File: src/rtl/usbcin_pkg.sv
// shared types and constants of the usb control in data stage sequencer
package usbcin_pkg;

	// maximum packet size of the control endpoint
	localparam int unsigned PKT_BYTES = 8;
	// width that holds 0 .. PKT_BYTES
	localparam int unsigned ROOM_W = $clog2(PKT_BYTES + 1);

	localparam int unsigned MODE_W = 3;
	localparam int unsigned LEN_W = 16;
	localparam int unsigned FILL_W = 4;
	localparam int unsigned STATUS_W = 3;
	localparam int unsigned NBYTES_W = 4;

	typedef enum logic [MODE_W-1:0] {
		MODE_START    = 3'd0,
		MODE_IN_READY = 3'd1,
		MODE_OUT      = 3'd2,
		MODE_SETUP    = 3'd3,
		MODE_DISC     = 3'd4,
		MODE_SUSP     = 3'd5
	} mode_t;

	typedef enum logic [STATUS_W-1:0] {
		ST_BUSY     = 3'd0,
		ST_DONE     = 3'd1,
		ST_DISC     = 3'd2,
		ST_SUSP     = 3'd3,
		ST_ABORTED  = 3'd4,
		ST_IGNORED  = 3'd5
	} status_t;

	typedef enum logic [1:0] {
		PH_IDLE = 2'd0,
		PH_DATA = 2'd1,
		PH_WAIT = 2'd2
	} phase_t;

	typedef struct packed {
		logic [MODE_W-1:0] mode;
		logic [LEN_W-1:0]  length;
		logic [LEN_W-1:0]  request_length;
		logic [FILL_W-1:0] fifo_fill;
	} evt_t;

	typedef struct packed {
		logic [STATUS_W-1:0] status;
		logic                send_packet;
		logic [NBYTES_W-1:0] packet_bytes;
		logic [LEN_W-1:0]    packet_offset;
	} res_t;

endpackage

File: src/rtl/usbcin_evt_if.sv
// bus event channel
interface usbcin_evt_if;
	logic                              valid;
	logic                              ready;
	logic [usbcin_pkg::MODE_W-1:0]     mode;
	logic [usbcin_pkg::LEN_W-1:0]      length;
	logic [usbcin_pkg::LEN_W-1:0]      request_length;
	logic [usbcin_pkg::FILL_W-1:0]     fifo_fill;

	modport source (output valid, mode, length, request_length, fifo_fill, input ready);
	modport sink (input valid, mode, length, request_length, fifo_fill, output ready);
endinterface

File: src/rtl/usbcin_res_if.sv
// packet result channel
interface usbcin_res_if;
	logic                              valid;
	logic                              ready;
	logic [usbcin_pkg::STATUS_W-1:0]   status;
	logic                              send_packet;
	logic [usbcin_pkg::NBYTES_W-1:0]   packet_bytes;
	logic [usbcin_pkg::LEN_W-1:0]      packet_offset;

	modport source (output valid, status, send_packet, packet_bytes, packet_offset, input ready);
	modport sink (input valid, status, send_packet, packet_bytes, packet_offset, output ready);
endinterface

File: src/rtl/usbcin_seq.sv
// transfer state registers with next-state and result logic
module usbcin_seq (
	input  logic               clk,
	input  logic               arst_n,
	input  logic               step_en,
	input  usbcin_pkg::evt_t   item,
	output usbcin_pkg::res_t   result
);

	usbcin_pkg::phase_t                  phase_q, phase_d;
	logic [usbcin_pkg::LEN_W-1:0]        remaining_q, remaining_d;
	logic [usbcin_pkg::LEN_W-1:0]        offset_q, offset_d;
	logic                                full_q, full_d;

	logic [usbcin_pkg::LEN_W-1:0]        clamped;
	logic [usbcin_pkg::ROOM_W-1:0]       fill_x;
	logic [usbcin_pkg::ROOM_W-1:0]       room;
	logic [usbcin_pkg::ROOM_W-1:0]       nbytes;
	logic [usbcin_pkg::ROOM_W:0]         fill_sum;
	logic                                pkt_full;
	logic [usbcin_pkg::LEN_W-1:0]        rem_after;
	logic                                active;

	localparam logic [usbcin_pkg::ROOM_W-1:0] PKT_W = usbcin_pkg::ROOM_W'(usbcin_pkg::PKT_BYTES);

	// packet sizing
	assign clamped = (item.length > item.request_length) ? item.request_length : item.length;
	assign fill_x = usbcin_pkg::ROOM_W'(item.fifo_fill);
	assign room = (fill_x < PKT_W) ? PKT_W - fill_x : '0;
	assign nbytes = (remaining_q < usbcin_pkg::LEN_W'(room))
		? remaining_q[usbcin_pkg::ROOM_W-1:0] : room;
	assign fill_sum = {1'b0, fill_x} + {1'b0, nbytes};
	assign pkt_full = (fill_sum == {1'b0, PKT_W});
	assign rem_after = remaining_q - usbcin_pkg::LEN_W'(nbytes);
	assign active = (phase_q == usbcin_pkg::PH_DATA) || (phase_q == usbcin_pkg::PH_WAIT);

	// next state
	always_comb begin
		phase_d = phase_q;
		remaining_d = remaining_q;
		offset_d = offset_q;
		full_d = full_q;
		if (item.mode == usbcin_pkg::MODE_START) begin
			remaining_d = clamped;
			offset_d = '0;
			full_d = 1'b0;
			phase_d = (clamped != '0) ? usbcin_pkg::PH_DATA : usbcin_pkg::PH_WAIT;
		end else if (active) begin
			case (item.mode)
				usbcin_pkg::MODE_IN_READY: begin
					if (phase_q == usbcin_pkg::PH_DATA) begin
						full_d = pkt_full;
						remaining_d = rem_after;
						offset_d = offset_q + usbcin_pkg::LEN_W'(nbytes);
						if (rem_after == '0 && !pkt_full) begin
							phase_d = usbcin_pkg::PH_WAIT;
						end
					end
				end
				usbcin_pkg::MODE_OUT, usbcin_pkg::MODE_SETUP,
				usbcin_pkg::MODE_DISC, usbcin_pkg::MODE_SUSP: begin
					phase_d = usbcin_pkg::PH_IDLE;
				end
				default: begin
				end
			endcase
		end
	end

	// result of this beat
	always_comb begin
		result = '0;
		result.status = usbcin_pkg::ST_BUSY;
		if (item.mode == usbcin_pkg::MODE_START) begin
			result.send_packet = (clamped == '0) && (item.length == '0);
		end else if (!active) begin
			result.status = usbcin_pkg::ST_IGNORED;
		end else begin
			case (item.mode)
				usbcin_pkg::MODE_IN_READY: begin
					if (phase_q == usbcin_pkg::PH_DATA) begin
						result.send_packet = 1'b1;
						result.packet_bytes = usbcin_pkg::NBYTES_W'(nbytes);
						result.packet_offset = offset_q;
					end
				end
				usbcin_pkg::MODE_OUT:   result.status = usbcin_pkg::ST_DONE;
				usbcin_pkg::MODE_SETUP: result.status = usbcin_pkg::ST_ABORTED;
				usbcin_pkg::MODE_DISC:  result.status = usbcin_pkg::ST_DISC;
				usbcin_pkg::MODE_SUSP:  result.status = usbcin_pkg::ST_SUSP;
				default:                result.status = usbcin_pkg::ST_BUSY;
			endcase
		end
	end

	always_ff @(posedge clk or negedge arst_n) begin
		if (!arst_n) begin
			phase_q <= usbcin_pkg::PH_IDLE;
			remaining_q <= '0;
			offset_q <= '0;
			full_q <= 1'b0;
		end else if (step_en) begin
			phase_q <= phase_d;
			remaining_q <= remaining_d;
			offset_q <= offset_d;
			full_q <= full_d;
		end
	end

endmodule

File: src/rtl/usb_control_in_data_stage_top.sv
// top level of the usb control transfer in data stage packet sequencer
// path: a beat is held in the input register, then in the result register that drives res
// throughput: one event per cycle, sustained while the result side takes beats
// the input register stalls only while the result register holds a beat and res.ready is low
// reset: arst_n clears both stage valids and puts the transfer state to idle
// with nothing left to send and offset zero
module usb_control_in_data_stage_top (
	input  logic                clk,
	input  logic                arst_n,
	usbcin_evt_if.sink          evt,
	usbcin_res_if.source        res
);

	// stage 1: registered event beat
	logic                       vld_s1;
	usbcin_pkg::evt_t           evt_s1;
	// stage 2: registered result beat
	logic                       vld_s2;
	usbcin_pkg::res_t           res_s2;

	usbcin_pkg::res_t           step_res;
	logic                       adv_s2;
	logic                       commit;

	// result register can load when empty or being drained
	assign adv_s2 = !vld_s2 || res.ready;
	// an event updates the transfer state exactly when it moves into the result register
	assign commit = vld_s1 && adv_s2;
	assign evt.ready = !vld_s1 || adv_s2;

	always_ff @(posedge clk or negedge arst_n) begin
		if (!arst_n) begin
			vld_s1 <= 1'b0;
		end else if (evt.ready) begin
			vld_s1 <= evt.valid;
		end
	end

	// payload, no reset needed
	always_ff @(posedge clk) begin
		if (evt.ready && evt.valid) begin
			evt_s1.mode <= evt.mode;
			evt_s1.length <= evt.length;
			evt_s1.request_length <= evt.request_length;
			evt_s1.fifo_fill <= evt.fifo_fill;
		end
	end

	// sequencer: state plus single pass packet sizing
	usbcin_seq u_seq (
		.clk     (clk),
		.arst_n  (arst_n),
		.step_en (commit),
		.item    (evt_s1),
		.result  (step_res)
	);

	always_ff @(posedge clk or negedge arst_n) begin
		if (!arst_n) begin
			vld_s2 <= 1'b0;
		end else if (adv_s2) begin
			vld_s2 <= vld_s1;
		end
	end

	always_ff @(posedge clk) begin
		if (commit) begin
			res_s2 <= step_res;
		end
	end

	// result beat out
	assign res.valid = vld_s2;
	assign res.status = res_s2.status;
	assign res.send_packet = res_s2.send_packet;
	assign res.packet_bytes = res_s2.packet_bytes;
	assign res.packet_offset = res_s2.packet_offset;

endmodule

File: src/flat_wrapper.sv
// flat-port wrapper written by rule: the top's interface ports become plain ports
module usb_control_in_data_stage_top_flat 
  (clk, arst_n, evt_valid, evt_mode, evt_length, evt_request_length, evt_fifo_fill, evt_ready, res_valid, res_status, res_send_packet, res_packet_bytes, res_packet_offset, res_ready);
  usbcin_evt_if evt_i ();
  usbcin_res_if res_i ();
  input  logic clk;
  input  logic arst_n;
  input wire logic [$bits(evt_i.valid)-1:0] evt_valid;
  input wire logic [$bits(evt_i.mode)-1:0] evt_mode;
  input wire logic [$bits(evt_i.length)-1:0] evt_length;
  input wire logic [$bits(evt_i.request_length)-1:0] evt_request_length;
  input wire logic [$bits(evt_i.fifo_fill)-1:0] evt_fifo_fill;
  output wire logic [$bits(evt_i.ready)-1:0] evt_ready;
  output wire logic [$bits(res_i.valid)-1:0] res_valid;
  output wire logic [$bits(res_i.status)-1:0] res_status;
  output wire logic [$bits(res_i.send_packet)-1:0] res_send_packet;
  output wire logic [$bits(res_i.packet_bytes)-1:0] res_packet_bytes;
  output wire logic [$bits(res_i.packet_offset)-1:0] res_packet_offset;
  input wire logic [$bits(res_i.ready)-1:0] res_ready;
  assign evt_i.valid = evt_valid;
  assign evt_i.mode = evt_mode;
  assign evt_i.length = evt_length;
  assign evt_i.request_length = evt_request_length;
  assign evt_i.fifo_fill = evt_fifo_fill;
  assign evt_ready = evt_i.ready;
  assign res_valid = res_i.valid;
  assign res_status = res_i.status;
  assign res_send_packet = res_i.send_packet;
  assign res_packet_bytes = res_i.packet_bytes;
  assign res_packet_offset = res_i.packet_offset;
  assign res_i.ready = res_ready;
  usb_control_in_data_stage_top u_core (.clk(clk), .arst_n(arst_n), .evt(evt_i), .res(res_i));
endmodule
File: config.mk
export PLATFORM = sky130hd
export DESIGN_NAME = usb_control_in_data_stage_top_flat
export DESIGN_NICKNAME = d
export VERILOG_FILES = /design/src/rtl/usbcin_pkg.sv /design/src/rtl/usbcin_evt_if.sv /design/src/rtl/usbcin_res_if.sv /design/src/rtl/usbcin_seq.sv /design/src/rtl/usb_control_in_data_stage_top.sv /design/src/flat_wrapper.sv
export SDC_FILE = /design/constraint.sdc
export NUM_CORES = 1
export LEC_CHECK = 0
export BUFFER_PORTS_ARGS = -buffer_cell sky130_fd_sc_hd__buf_2
export CORE_MARGIN = 2
export CORE_UTILIZATION = 48
export CTS_BUF_LIST = sky130_fd_sc_hd__clkbuf_2 sky130_fd_sc_hd__clkbuf_4 sky130_fd_sc_hd__clkbuf_8
export CTS_CLUSTER_SIZE = 30
export DETAILED_ROUTE_END_ITERATION = 10
export HOLD_SLACK_MARGIN = 0.12
export PLACE_DENSITY = 0.79
export SLEW_MARGIN = 20
export SYNTH_ARGS = -nofsm -noshare
export SYNTH_HDL_FRONTEND = slang
export SYNTH_SLANG_ARGS = --single-unit
export TNS_END_PERCENT = 10
File: constraint.sdc
create_clock -name clk -period 4.3 [get_ports clk]
set_clock_uncertainty 0.2 [all_clocks]
set_input_delay 0.645 -clock clk [delete_from_list [all_inputs] [get_ports clk]]
set_output_delay 0.645 -clock clk [all_outputs]
set_load 0.1 [all_outputs]
==> impl_metrics.tcl <==
set metrics [dict create \
    status "complete, but fails checks" \
    violations "negative setup slack" \
    slowest_delay_ns 0.55 \
    io_pins 69 \
    start_util_pct 49.00 \
    setup_violations 2 \
    num_rows 39 \
    portBuffers 68 \
    synth_top_flop_cell "edfxtp_1" \
    layout_min_cycle_time_ns 4.336 \
    post-synth-top-count-cell "edfxtp_1" \
    ff_latch_area_sq_um 2793 \
    r2r_slack_ns -0.04 \
    dieHeight_um 111.7 \
    hold_viol 0 \
    chipWidth_um 111.7 \
    cp_num_buf_inv 1 \
    synth-seq-cells 99 \
    syn_to_final_growth_pct 20.77 \
    peakVddDrop_v 0.0002772 \
    end_kind "flip-flop" \
    drive_above_1_share_pct 28.71 \
    finalCritPeriodShare_pct 100.8 \
    place.gp.congestion 0.8821 \
    grt_pass1_wl_um 20440 \
    final_max_slew_viol_count 0 \
    synth_cells 514 \
    p_leak_nw 2.761 \
    swShare_pct 36.82 \
    synthTopCellsByArea "edfxtp_1 (34%), dfrtp_1 (16%), ha_1 (6.3%)" \
    clk_latency_ns 0.37 \
    design_area_sq_um 6729 \
    cts_root_buffer "clkbuf_8" \
    crit_family "compound AO/OA/AOI/OAI gates" \
    synth_nets 588 \
    crit_fanout 5 \
    combPwrFrac_pct 33.8 \
    nets 689 \
    worst_ep_arrival_time_ns 4.38 \
    drtPass1Iterations 5 \
    pwr-share-clk_pct 24.2 \
    htreeDepth 3 \
    clk_pin_slew_ns 0.10 \
    die-area_sq_um 12490 \
    cts_tree "built" \
    cap_violations 0 \
    startpoint_type "flip-flop" \
    synth.avg_cell_area_sq_um 10.84 \
    multiInputGateArea_sq_um 2746 \
    antenna_found_initial 0 \
    wl_per_cell_um 16.57 \
    critPathMostFrequentCell "ha_4" \
    worstReg2RegEnd "u_core.u_seq.phase_q[0]" \
    grt_max_degree 40 \
    grt_setup_unrepaired "true" \
    yosysSeqAreaShare_pct 50.12 \
    worstMarginPinSlew_ns 0.8492 \
    r2r-start "u_core.evt_s1[1]" \
    drt-initial-drc-count 270 \
    ys.warnings.count 0 \
    path_class "reg -> reg" \
    cp_cell_sequence "inv_1 -> ha_4 -> xor2_1 -> or2_1 -> ha_4 -> o211ai_1 -> o21ai_4 -> nor2_4 -> nand2_2 -> o31ai_4 -> ha_2 -> fa_1 -> nand4_1 -> or3_4 -> a211oi_2 -> o2111ai_2 -> a2111oi_4 -> o22ai_1" \
    power_switching_mw 1.135 \
    worstSetupEndpoint "u_core.u_seq.phase_q[0]" \
    setup_slack_ns -0.03619 \
    power_density_nw_per_um2 458.2 \
    cts.sinks 99 \
    vias 4372 \
    relSlewSlack_pct 43.18 \
    synth-edff-count 63 \
    n_antenna_cell 0 \
    drcViolationCount 0 \
    slowest_stage "fa_1" \
    hold_path.class "in -> async" \
    timing.fmax_mhz 230.6 \
    numCtsBuffers 9 \
    ys_top_cells_by_count "edfxtp_1 (63), nor2_1 (41), dfrtp_1 (36), inv_1 (36), nand2_1 (30)" \
    synthArstFlopShare_pct 36.36 \
    syn-cell-area_sq_um 5572 \
    post_dp_cell_area_sq_um 6275 \
    internal_power_mw 1.948 \
    worstPathRequired_ns 4.34 \
    crit_path_start "u_core.evt_s1[1]" \
    r2r_cells 18 \
    critical_path_depth 18 \
    synthDominantCellAreaShare_pct 33.95 \
    grt.total_usage_pct 20.44 \
    dp_slack_ns -0.1134 \
    synth_cell_type_count 71 \
    hpwl_um 9256 \
    clock_path_buffers 2 \
    gr-total-overflow 0 \
    grt_pass1_vias 4332 \
    ant_nets 0 \
    drt-vias-per-instance 5.730 \
    detail_route.wirelength_um 12650 \
    core_sq_um 11370 \
    synth_area_leader_cell "edfxtp_1" \
    p_seq_share_pct 42.0 \
    ctsHoldBuffers 0 \
    fillCellCount 896 \
]
logic make-up after synthesis:
logic type,share of synthesized area [%]
muxes,2.942
buffers and inverters,3.750
AOI/OAI and AO/OA,13.90
adders and majority gates,7.366
DFF,50.12
xor gates and xnor gates,2.672
and+or+nand+nor,19.25
sequential cells by signal (all words and copies together), names as in the netlist:
register,cells
u_core.u_seq.remaining_q,16
u_core.res.valid,1
u_core.res.send_packet,1
u_core.res.packet_offset,16
u_core.u_seq.offset_q,16
u_core.u_seq.phase_q,2
u_core.res.status,3
u_core.res.packet_bytes,4
u_core.evt_s1,39
u_core.vld_s1,1
layout make-up:
cell class | count | share of cell area, %
clock buffers | 10 | 2.045
inverters | 36 | 2.008
multi-input cells | 364 | 40.81
clock inverters | 6 | 1.785
flip-flops and latches | 99 | 41.50
repair buffers | 105 | 9.186
well taps | 143 | 2.659
per-stage QoR:
| stage | TNS (ns) | hold WS [ns] | power [mW] | cells | utilization, % |
|---|---|---|---|---|---|
| detailed placement | -0.2637 | 0.3327 | 2.253 | 734 | 55.19 |
| finish | -0.04602 | 0.1526 | 3.083 | 763 | 59.18 |
| global placement | 0 | 0.3200 | 2.217 | 734 | 55.19 |
| floorplan | -0.01933 | 0.1494 | 1.999 | 514 | - |
| CTS | -0.02601 | 0.1648 | 3.041 | 760 | 58.20 |
| global route | -0.6549 | 0.2126 | 3.234 | 763 | 59.18 |
layout by cell type, fill, tap and decap left out, types with 4 or more instances in the layout:
master	count
o21a_1	5
nand3_1	13
nor2_1	39
xnor2_1	12
nor3_1	9
mux2i_1	13
a221oi_1	4
o21ai_0	28
ha_1	25
a21oi_1	21
nor4_1	8
buf_4	37
nand2b_1	6
inv_1	34
a21o_1	6
o211ai_1	9
or3_1	6
buf_2	68
nand2_1	29
o22ai_1	4
edfxtp_1	63
xor2_1	5
and3_1	15
nand4_1	8
nor3_2	8
dfrtp_1	36
nor4_2	4
nor2b_1	7
clkbuf_8	10
and2_1	5
a211oi_1	6
how the worst min path moves through the flow:
stage | startpoint | depth (start not counted) | end
after floorplan | arst_n | 0 | u_core.res.valid
after global placement | u_core.u_seq.offset_q[15] | 2 | u_core.u_seq.offset_q[15]
after detailed placement | u_core.u_seq.offset_q[14] | 2 | u_core.u_seq.offset_q[14]
after CTS | arst_n | 1 | u_core.u_seq.offset_q[11]
after global routing | arst_n | 1 | u_core.u_seq.offset_q[11]
final | arst_n | 1 | u_core.u_seq.offset_q[9]
power groups by stage:
stage / Clock [mW] / Combinational (mW) / Sequential, mW
3_3_place_gp: 0 / 0.920 / 1.30
2_1_floorplan: 0 / 0.598 / 1.40
4_1_cts: 0.757 / 0.999 / 1.29
3_5_place_dp: 0 / 0.949 / 1.30
6_report: 0.745 / 1.04 / 1.30
5_1_grt: 0.799 / 1.12 / 1.31
layer usage:
layer  vias up  global-route usage, %  share of wire, %
met5         -                      0                 0
met4         0                  7.654               2.3
met3        26                  4.627               6.6
met2       159                  35.27                50
met1      2073                  25.15                41
li1       2114                      -                 -
repair_timing:
item | CTS | global route
setup buffers | 10 | 3
pin swaps | 9 | 12
endpoints found under the setup margin | 7 | 16
gates resized for setup | 2 | 17
hold endpoints to repair | 0 | 0
Power figures use the tool's default switching activity.
